**src/rtl/pgl_pkg.sv**
```systemverilog
// ----------------------------------------------------------------------------
// pgl_pkg
// Shared types and constants of the palette gradient lookup.
// ----------------------------------------------------------------------------
package pgl_pkg;

  localparam int PALETTE_ENTRIES = 8;
  localparam int FRACTION_BITS   = 16;
  localparam int REG_COUNT       = 8;
  localparam int POS_W           = 18;
  localparam int CH_W            = 8;
  localparam int NUM_CH          = 3;
  localparam int COLOR_W         = NUM_CH * CH_W;
  localparam int IDX_W           = $clog2(REG_COUNT);
  localparam int SCALED_W        = FRACTION_BITS + IDX_W;
  localparam int WGT_W           = FRACTION_BITS + 1;
  localparam int PROD_W          = CH_W + WGT_W;

  localparam logic [IDX_W-1:0]         LAST_ENTRY = IDX_W'(PALETTE_ENTRIES - 1);
  localparam logic [IDX_W-1:0]         FIRST_ENTRY = '0;
  localparam logic [WGT_W-1:0]         ONE_VALUE  = WGT_W'(1) << FRACTION_BITS;
  localparam logic [PROD_W-1:0]        HALF_VALUE = PROD_W'(1) << (FRACTION_BITS - 1);
  localparam logic [FRACTION_BITS-1:0] FRAC_MAX   = '1;

  typedef logic [IDX_W-1:0]         idx_t;
  typedef logic [FRACTION_BITS-1:0] frac_t;
  typedef logic [COLOR_W-1:0]       color_t;
  typedef logic [CH_W-1:0]          chan_t;
  typedef logic [POS_W-1:0]         pos_t;

  // Stage enables of the blend unit
  typedef struct packed {
    logic mul;
    logic sum;
  } blend_en_t;

endpackage

```
**src/rtl/pgl_index.sv**
```systemverilog
// ----------------------------------------------------------------------------
// pgl_index
// First stage: scale the position and split it into entry indexes and fraction.
// ----------------------------------------------------------------------------
module pgl_index (
  input  logic          clk_i,
  input  logic          rst_ni,
  input  logic          en_i,
  input  logic          valid_i,
  input  pgl_pkg::pos_t position_i,
  output logic          valid_o,
  output pgl_pkg::idx_t lo_idx_o,
  output pgl_pkg::idx_t hi_idx_o,
  output pgl_pkg::frac_t frac_o
);
  import pgl_pkg::*;

  logic                valid_q;
  idx_t                lo_idx_d, lo_idx_q;
  idx_t                hi_idx_d, hi_idx_q;
  frac_t               frac_d, frac_q;
  logic                neg;
  logic                over;
  logic [SCALED_W-1:0] scaled;
  idx_t                idx_s;

  assign neg    = position_i[POS_W-1];
  assign over   = !neg && (position_i[POS_W-2:FRACTION_BITS] != '0);
  assign scaled = SCALED_W'(position_i[FRACTION_BITS-1:0]) * SCALED_W'(LAST_ENTRY);
  assign idx_s  = scaled[SCALED_W-1:FRACTION_BITS];

  always_comb begin
    lo_idx_d = idx_s;
    hi_idx_d = idx_s + idx_t'(1);
    frac_d   = scaled[FRACTION_BITS-1:0];
    if (neg) begin
      // unblended first entry
      lo_idx_d = FIRST_ENTRY;
      hi_idx_d = FIRST_ENTRY;
      frac_d   = '0;
    end else if (over) begin
      lo_idx_d = LAST_ENTRY;
      hi_idx_d = LAST_ENTRY;
      frac_d   = '0;
    end else if (idx_s >= LAST_ENTRY) begin
      lo_idx_d = LAST_ENTRY - idx_t'(1);
      hi_idx_d = LAST_ENTRY;
      frac_d   = FRAC_MAX;
    end
  end

  always_ff @(posedge clk_i or negedge rst_ni) begin
    if (!rst_ni) begin
      valid_q <= 1'b0;
    end else if (en_i) begin
      valid_q <= valid_i;
    end
  end

  always_ff @(posedge clk_i) begin
    if (en_i) begin
      lo_idx_q <= lo_idx_d;
      hi_idx_q <= hi_idx_d;
      frac_q   <= frac_d;
    end
  end

  assign valid_o  = valid_q;
  assign lo_idx_o = lo_idx_q;
  assign hi_idx_o = hi_idx_q;
  assign frac_o   = frac_q;

endmodule

```
**src/rtl/pgl_palette.sv**
```systemverilog
// ----------------------------------------------------------------------------
// pgl_palette
// Palette registers and the second stage that fetches the two blend colors.
// ----------------------------------------------------------------------------
module pgl_palette (
  input  logic           clk_i,
  input  logic           rst_ni,
  input  logic           cfg_we_i,
  input  pgl_pkg::idx_t  cfg_index_i,
  input  pgl_pkg::color_t cfg_data_i,
  input  logic           en_i,
  input  logic           valid_i,
  input  pgl_pkg::idx_t  lo_idx_i,
  input  pgl_pkg::idx_t  hi_idx_i,
  input  pgl_pkg::frac_t frac_i,
  output logic           valid_o,
  output pgl_pkg::color_t lo_color_o,
  output pgl_pkg::color_t hi_color_o,
  output pgl_pkg::frac_t frac_o
);
  import pgl_pkg::*;

  color_t palette_q [REG_COUNT];
  logic   valid_q;
  color_t lo_color_q;
  color_t hi_color_q;
  frac_t  frac_q;

  always_ff @(posedge clk_i or negedge rst_ni) begin
    if (!rst_ni) begin
      for (int k = 0; k < REG_COUNT; k++) begin
        palette_q[k] <= '0;
      end
    end else if (cfg_we_i) begin
      palette_q[cfg_index_i] <= cfg_data_i;
    end
  end

  always_ff @(posedge clk_i or negedge rst_ni) begin
    if (!rst_ni) begin
      valid_q <= 1'b0;
    end else if (en_i) begin
      valid_q <= valid_i;
    end
  end

  always_ff @(posedge clk_i) begin
    if (en_i) begin
      lo_color_q <= palette_q[lo_idx_i];
      hi_color_q <= palette_q[hi_idx_i];
      frac_q     <= frac_i;
    end
  end

  assign valid_o    = valid_q;
  assign lo_color_o = lo_color_q;
  assign hi_color_o = hi_color_q;
  assign frac_o     = frac_q;

endmodule

```
**src/rtl/pgl_blend.sv**
```systemverilog
// ----------------------------------------------------------------------------
// pgl_blend
// Third and fourth stages: weight both colors per channel, then sum and round.
// ----------------------------------------------------------------------------
module pgl_blend (
  input  logic              clk_i,
  input  logic              rst_ni,
  input  pgl_pkg::blend_en_t en_i,
  input  logic              valid_i,
  input  pgl_pkg::color_t   lo_color_i,
  input  pgl_pkg::color_t   hi_color_i,
  input  pgl_pkg::frac_t    frac_i,
  output logic              valid_o,
  output pgl_pkg::color_t   color_o
);
  import pgl_pkg::*;

  logic              mul_valid_q;
  logic              sum_valid_q;
  logic [WGT_W-1:0]  wgt_lo;
  color_t            color_d, color_q;

  assign wgt_lo = ONE_VALUE - WGT_W'(frac_i);

  for (genvar c = 0; c < NUM_CH; c++) begin : g_ch
    logic [PROD_W-1:0] lo_prod_q;
    logic [PROD_W-1:0] hi_prod_q;
    logic [PROD_W-1:0] sum;

    always_ff @(posedge clk_i) begin
      if (en_i.mul) begin
        lo_prod_q <= PROD_W'(lo_color_i[c*CH_W +: CH_W]) * PROD_W'(wgt_lo);
        hi_prod_q <= PROD_W'(hi_color_i[c*CH_W +: CH_W]) * PROD_W'(frac_i);
      end
    end

    // round half up, then drop the fraction
    assign sum = lo_prod_q + hi_prod_q + HALF_VALUE;
    assign color_d[c*CH_W +: CH_W] = sum[FRACTION_BITS +: CH_W];
  end

  always_ff @(posedge clk_i or negedge rst_ni) begin
    if (!rst_ni) begin
      mul_valid_q <= 1'b0;
      sum_valid_q <= 1'b0;
    end else begin
      if (en_i.mul) begin
        mul_valid_q <= valid_i;
      end
      if (en_i.sum) begin
        sum_valid_q <= mul_valid_q;
      end
    end
  end

  always_ff @(posedge clk_i) begin
    if (en_i.sum) begin
      color_q <= color_d;
    end
  end

  assign valid_o = sum_valid_q;
  assign color_o = color_q;

endmodule

```
**src/rtl/palette_gradient_lookup.sv**
```systemverilog
// ----------------------------------------------------------------------------
// palette_gradient_lookup
// Color palette lookup with linear blending between adjacent entries.
// ----------------------------------------------------------------------------
// Four-stage pipeline: index split, palette fetch, channel multiply, sum and
// round. A position beat enters every cycle while in_stall_o is low; each
// stage holds only while the stage after it is full and stalled, so bubbles
// collapse and a stalled output costs no throughput until the pipeline is
// full. Palette registers are read in the fetch stage, so write them only
// while no beat is in flight. A negative position gives entry 0, a position
// of one or more gives the last entry.
module palette_gradient_lookup (
  input  logic            clk_i,
  input  logic            rst_ni,
  input  logic            cfg_we_i,
  input  pgl_pkg::idx_t   cfg_index_i,
  input  pgl_pkg::color_t cfg_data_i,
  input  logic            in_valid_i,
  output logic            in_stall_o,
  input  pgl_pkg::pos_t   position_i,
  output logic            out_valid_o,
  input  logic            out_stall_i,
  output pgl_pkg::chan_t  red_o,
  output pgl_pkg::chan_t  green_o,
  output pgl_pkg::chan_t  blue_o
);
  import pgl_pkg::*;

  logic      en_idx, en_fetch;
  blend_en_t en_blend;
  logic      idx_valid, fetch_valid, mul_valid, out_valid;
  idx_t      lo_idx, hi_idx;
  frac_t     idx_frac, fetch_frac;
  color_t    lo_color, hi_color, color;

  pgl_index u_index (
    .clk_i      (clk_i),
    .rst_ni     (rst_ni),
    .en_i       (en_idx),
    .valid_i    (in_valid_i),
    .position_i (position_i),
    .valid_o    (idx_valid),
    .lo_idx_o   (lo_idx),
    .hi_idx_o   (hi_idx),
    .frac_o     (idx_frac)
  );

  pgl_palette u_palette (
    .clk_i       (clk_i),
    .rst_ni      (rst_ni),
    .cfg_we_i    (cfg_we_i),
    .cfg_index_i (cfg_index_i),
    .cfg_data_i  (cfg_data_i),
    .en_i        (en_fetch),
    .valid_i     (idx_valid),
    .lo_idx_i    (lo_idx),
    .hi_idx_i    (hi_idx),
    .frac_i      (idx_frac),
    .valid_o     (fetch_valid),
    .lo_color_o  (lo_color),
    .hi_color_o  (hi_color),
    .frac_o      (fetch_frac)
  );

  pgl_blend u_blend (
    .clk_i      (clk_i),
    .rst_ni     (rst_ni),
    .en_i       (en_blend),
    .valid_i    (fetch_valid),
    .lo_color_i (lo_color),
    .hi_color_i (hi_color),
    .frac_i     (fetch_frac),
    .valid_o    (out_valid),
    .color_o    (color)
  );

  // Mirror the multiply-stage valid to build the enable chain
  logic mul_valid_q;
  always_ff @(posedge clk_i or negedge rst_ni) begin
    if (!rst_ni) begin
      mul_valid_q <= 1'b0;
    end else if (en_blend.mul) begin
      mul_valid_q <= fetch_valid;
    end
  end
  assign mul_valid = mul_valid_q;

  // Advance a stage when it is empty or its successor advances
  assign en_blend.sum = !out_valid || !out_stall_i;
  assign en_blend.mul = !mul_valid || en_blend.sum;
  assign en_fetch     = !fetch_valid || en_blend.mul;
  assign en_idx       = !idx_valid || en_fetch;

  assign in_stall_o  = !en_idx;
  assign out_valid_o = out_valid;
  assign red_o       = color[2*CH_W +: CH_W];
  assign green_o     = color[CH_W +: CH_W];
  assign blue_o      = color[0 +: CH_W];

endmodule
```
**config.mk**
```make
export PLATFORM = sky130hd
export DESIGN_NAME = palette_gradient_lookup
export DESIGN_NICKNAME = d
export VERILOG_FILES = /design/src/rtl/pgl_pkg.sv /design/src/rtl/pgl_index.sv /design/src/rtl/pgl_palette.sv /design/src/rtl/pgl_blend.sv /design/src/rtl/palette_gradient_lookup.sv
export SDC_FILE = /design/constraint.sdc
export NUM_CORES = 2
export LEC_CHECK = 0
export ABC_AREA = 0
export BUFFER_PORTS_ARGS = -buffer_cell sky130_fd_sc_hd__buf_2
export CAP_MARGIN = 20
export CORE_UTILIZATION = 59
export DETAILED_ROUTE_END_ITERATION = 8
export GPL_TIMING_DRIVEN = 1
export PLACE_DENSITY = 0.8
export SETUP_SLACK_MARGIN = 0.15
export SLEW_MARGIN = 40
export SYNTH_ARGS = -nofsm -noshare
export SYNTH_HDL_FRONTEND = slang
export SYNTH_SLANG_ARGS = --single-unit
export TNS_END_PERCENT = 50
```
**constraint.sdc**
```tcl
create_clock -name clk_i -period 6.2 [get_ports clk_i]
set_input_delay 1.24 -clock clk_i [delete_from_list [all_inputs] [get_ports clk_i]]
set_output_delay 1.24 -clock clk_i [all_outputs]
set_load 0.03 [all_outputs]
```
==> impl_results.md <==
- Finish-stage setup viols: 10
- Launch point of the worst reg-to-reg path: u_palette.frac_o[3]
- Critical path endpoint category: register
- CP Max Fanout: 8
- Max incr delay on CP: 0.54 ns
- Placed cell count: 5251
- Metal-1 WL: 43.44 mm
- IO Port Bufs: 75
- MaxCap Viol Count: 0
- Post-synth EDFFs: 254
- # IOs: 76
- Yosys cell types: 70
- Area Overhead vs Synth: 10.45%
- Mapped cell area: 0.04626 mm²
- Die height: 282.0 µm
- Vias/cell: 5.875
- Finished Cell Area: 0.05109 mm²
- FFs w/ async S/R, synth: 43.56%
- Hold crit path type: reg2reg
- First DRT Iteration DRCs: 2286
- Critical path startpoint: u_palette.frac_o[3]
- R2R setup slack: -0.12 ns
- Worst Setup Start Kind: register
- NumNets Final: 5296
- RSZ-0062 raised after global routing: true
- Relative slew margins: 42.74%
- Share of layout cells above drive strength 1: 17.98%
- Wire per inst: 20.06 µm
- Count of state elements after synthesis: 450
- Crit path max-delay cell type: or4_4
- Reg2Reg Depth: 21
- Die ar.: 0.07953 mm²
- Vias: 31640
- First-pass GRT wire length: 174.7 mm
- Number of antenna violations at the first check in global routing: 8
- Setup ws final: -0.1244 ns
- Worst endpoint required time: 6.54 ns
- Post-synthesis net count: 5187
- Core region area: 0.07747 mm²
- Vias in the first global route: 33510
- Seq/Total Area, Yosys: 27.09%
- CTS tree: done
- Area after DPL: 0.04849 mm²
- Crit-path cells: or4_4 -> or4_4 -> nor3_4 -> buf_6 -> xnor2_4 -> and2_4 -> fa_1 -> fa_1 -> fa_1 -> inv_1 -> fa_1 -> inv_2 -> ha_4 -> a21o_1 -> a21o_1 -> a21o_1 -> a21o_1 -> a221oi_2 -> o211a_1 -> nor4_1 -> a311o_1
- HPWL after DPL: 78.84 mm
- CTS root buffer: clkbuf_16
- Status: finished, violations left
- Period utilization: 102.0%
- DRT Pass-1 Iters: 5
- Met3 wire len: 7.681 mm
- Gr usage total: 27.99%
- Avg Cell Area, Syn: 11.04 µm²
- Crit path time final: 6.324 ns
- Fin Setup TNS: -0.5870 ns
- DR DRC count: 0
- Final Hold Fails: 0
- FMAX: 0.1581 GHz
- Ys Warns: 0
- Post-DRT Antenna Nets: 0
- Cells after synthesis: 4191
- Clock sinks: 450
- Clk buf depth: 3
- Final Util: 65.95%
- CTS Buf Count: 51
- Prevailing post-synth register cell: edfxtp_1
- RR Endpoint: u_blend.g_ch[1].lo_prod_q[22]
- Setup crit end: u_blend.g_ch[1].lo_prod_q[22]
- Routability congestion estimate from global placement: 0.8872
- Worst-path clk slew: 0.06 ns
- Commonest non-fill, non-tap cell in the layout: inv_1
- Die width: 282.0 µm
- Initial Util: 59.72%
- CTS HTree Levels: 2
- Crit Path Category: reg2reg
- Most frequent cells in the layout: inv_1 (539), fa_1 (531), and2_1 (515), ha_1 (397), nand2_1 (331)
- Setup Skew: 0.06187 ns
- Failing checks: setup timing
- Row cnt: 102
- Largest net degree at the start of global routing: 124
- Met2 Wirelength: 52.77 mm
- Least-Margin Pin Slew: 0.8589 ns
- Final slew viol count: 0
- Clock latency on the worst-skew pair: 0.65 ns
- Max layer used: met5
- WP data arrival: 6.66 ns
- Finished Layout Cells: 5386
- Post-Route WL: 108.0 mm
- Total gr overflow: 0
## how the worst min path moves through the flow
| stage | start | to | cells past startpoint |
|---|---|---|---|
| 6_report | u_index.frac_o[15] | u_palette.frac_o[15] | 0 |
| 5_1_grt | u_index.frac_o[15] | u_palette.frac_o[15] | 0 |
| 4_1_cts | u_index.frac_o[15] | u_palette.frac_o[15] | 0 |
| 3_5_place_dp | u_index.frac_o[14] | u_palette.frac_o[14] | 0 |
| 3_3_place_gp | u_index.frac_o[9] | u_palette.frac_o[9] | 0 |
| 2_1_floorplan | u_index.frac_o[0] | u_palette.frac_o[0] | 0 |
## cell families (layout without fill, tap and decap cells)
kind of cell	Yosys count	after routing	synth area share, %
fa+ha+maj	946	946	34.27
xor+xnor	152	152	2.894
other cells	0	3	0
flops	450	450	27.09
mux	338	338	10.56
buf+inv	732	884	5.961
simple gates	1142	1142	13.11
compound gates	431	431	6.115
## per-layer routing
| layer | track usage, % | vias to the layer above |
|---|---|---|
| met2 | 46.78 | 1144 |
| met4 | 10.72 | 12 |
| met5 | 0 | - |
| li1 | - | 14200 |
| met3 | 4.791 | 226 |
| met1 | 36.57 | 16060 |
## synth_stat cells, drive strengths merged (9+ instances only)
| cell | count | area (µm²) |
|---|---|---|
| xor2 | 47 | 411.6 |
| a21oi | 111 | 555.5 |
| mux4 | 96 | 2162 |
| a211oi | 18 | 135.1 |
| buf | 17 | 73.82 |
| edfxtp | 254 | 7627 |
| a21o | 57 | 427.9 |
| nor2 | 87 | 326.6 |
| o211ai | 21 | 157.7 |
| o21a | 23 | 172.7 |
| clkbuf | 168 | 630.6 |
| a31oi | 32 | 200.2 |
| o31ai | 15 | 112.6 |
| o31a | 9 | 78.83 |
| xnor2 | 105 | 927.1 |
| nand2 | 336 | 1264 |
| dfrtp | 196 | 4905 |
| fa | 535 | 10710 |
| o21ai | 73 | 365.4 |
| or3 | 12 | 75.07 |
| nor2b | 23 | 143.9 |
| mux2 | 240 | 2703 |
| ha | 411 | 5142 |
| o21bai | 14 | 105.1 |
| nor3 | 39 | 195.2 |
| and2 | 529 | 3309 |
| and3 | 15 | 93.84 |
| nand3 | 31 | 155.2 |
| nand2b | 26 | 162.7 |
| nand4 | 11 | 68.82 |
| inv | 547 | 2053 |
## registers in the layout (all words and copies together), names as in the netlist
name and count:
u_blend.valid_o 1, u_palette.lo_color_o 24, u_palette.frac_o 16, u_palette.valid_o 1, u_blend.g_ch.lo_prod_q 72, u_index.lo_idx_o 3
u_index.frac_o 16, mul_valid 1, u_index.valid_o 1, u_palette.palette_q 192, u_blend.g_ch.hi_prod_q 72, u_index.hi_idx_o 3
u_blend.color_o 24, u_palette.hi_color_o 24
## stage by stage
step | hold WS (ns) | setup WS, ns
2_1_floorplan | 0.4003 | -0.08061
3_3_place_gp | 0.4016 | -0.05917
3_5_place_dp | 0.4045 | -0.2616
4_1_cts | 0.3787 | -0.2153
5_1_grt | 0.3944 | -0.3247
6_report | 0.3906 | -0.1244
## worst max-delay path: cells and delay by family (launching register included)
| family | cells | cell delay, ns |
|---|---|---|
| AOI/OAI and AO/OA | 7 | 1.64 |
| xor gates and xnor gates | 1 | 0.17 |
| adders and majority gates | 5 | 2.07 |
| buffers and inverters | 3 | 0.25 |
| DFF | 1 | 0.38 |
| and+or+nand+nor | 5 | 1.51 |
## area by class of cell
class                           instances  area (µm²)
Multi-Input combinational cell       3009       31660
Clock inverter                         28       281.5
Sequential cell                       450       12530
Tap cell                             1040        1301
Antenna cell                            3       7.507
Inverter                              547        2058
Clock buffer                           68        1390
Fill cell                            5664       26370
Timing Repair Buffer                  241        1863
## what timing repair did
action                                  CTS  global route
buffers inserted                         17            17
gates resized for setup                  58            76
hold buffers                              0             0
pin swaps                                44            37
endpoints found under the setup margin   20            32
gates cloned                              0             1
Power is left out: the tool's default activity adds up to more than one toggle a clock period on the data nets, which glitch-free logic cannot reach.
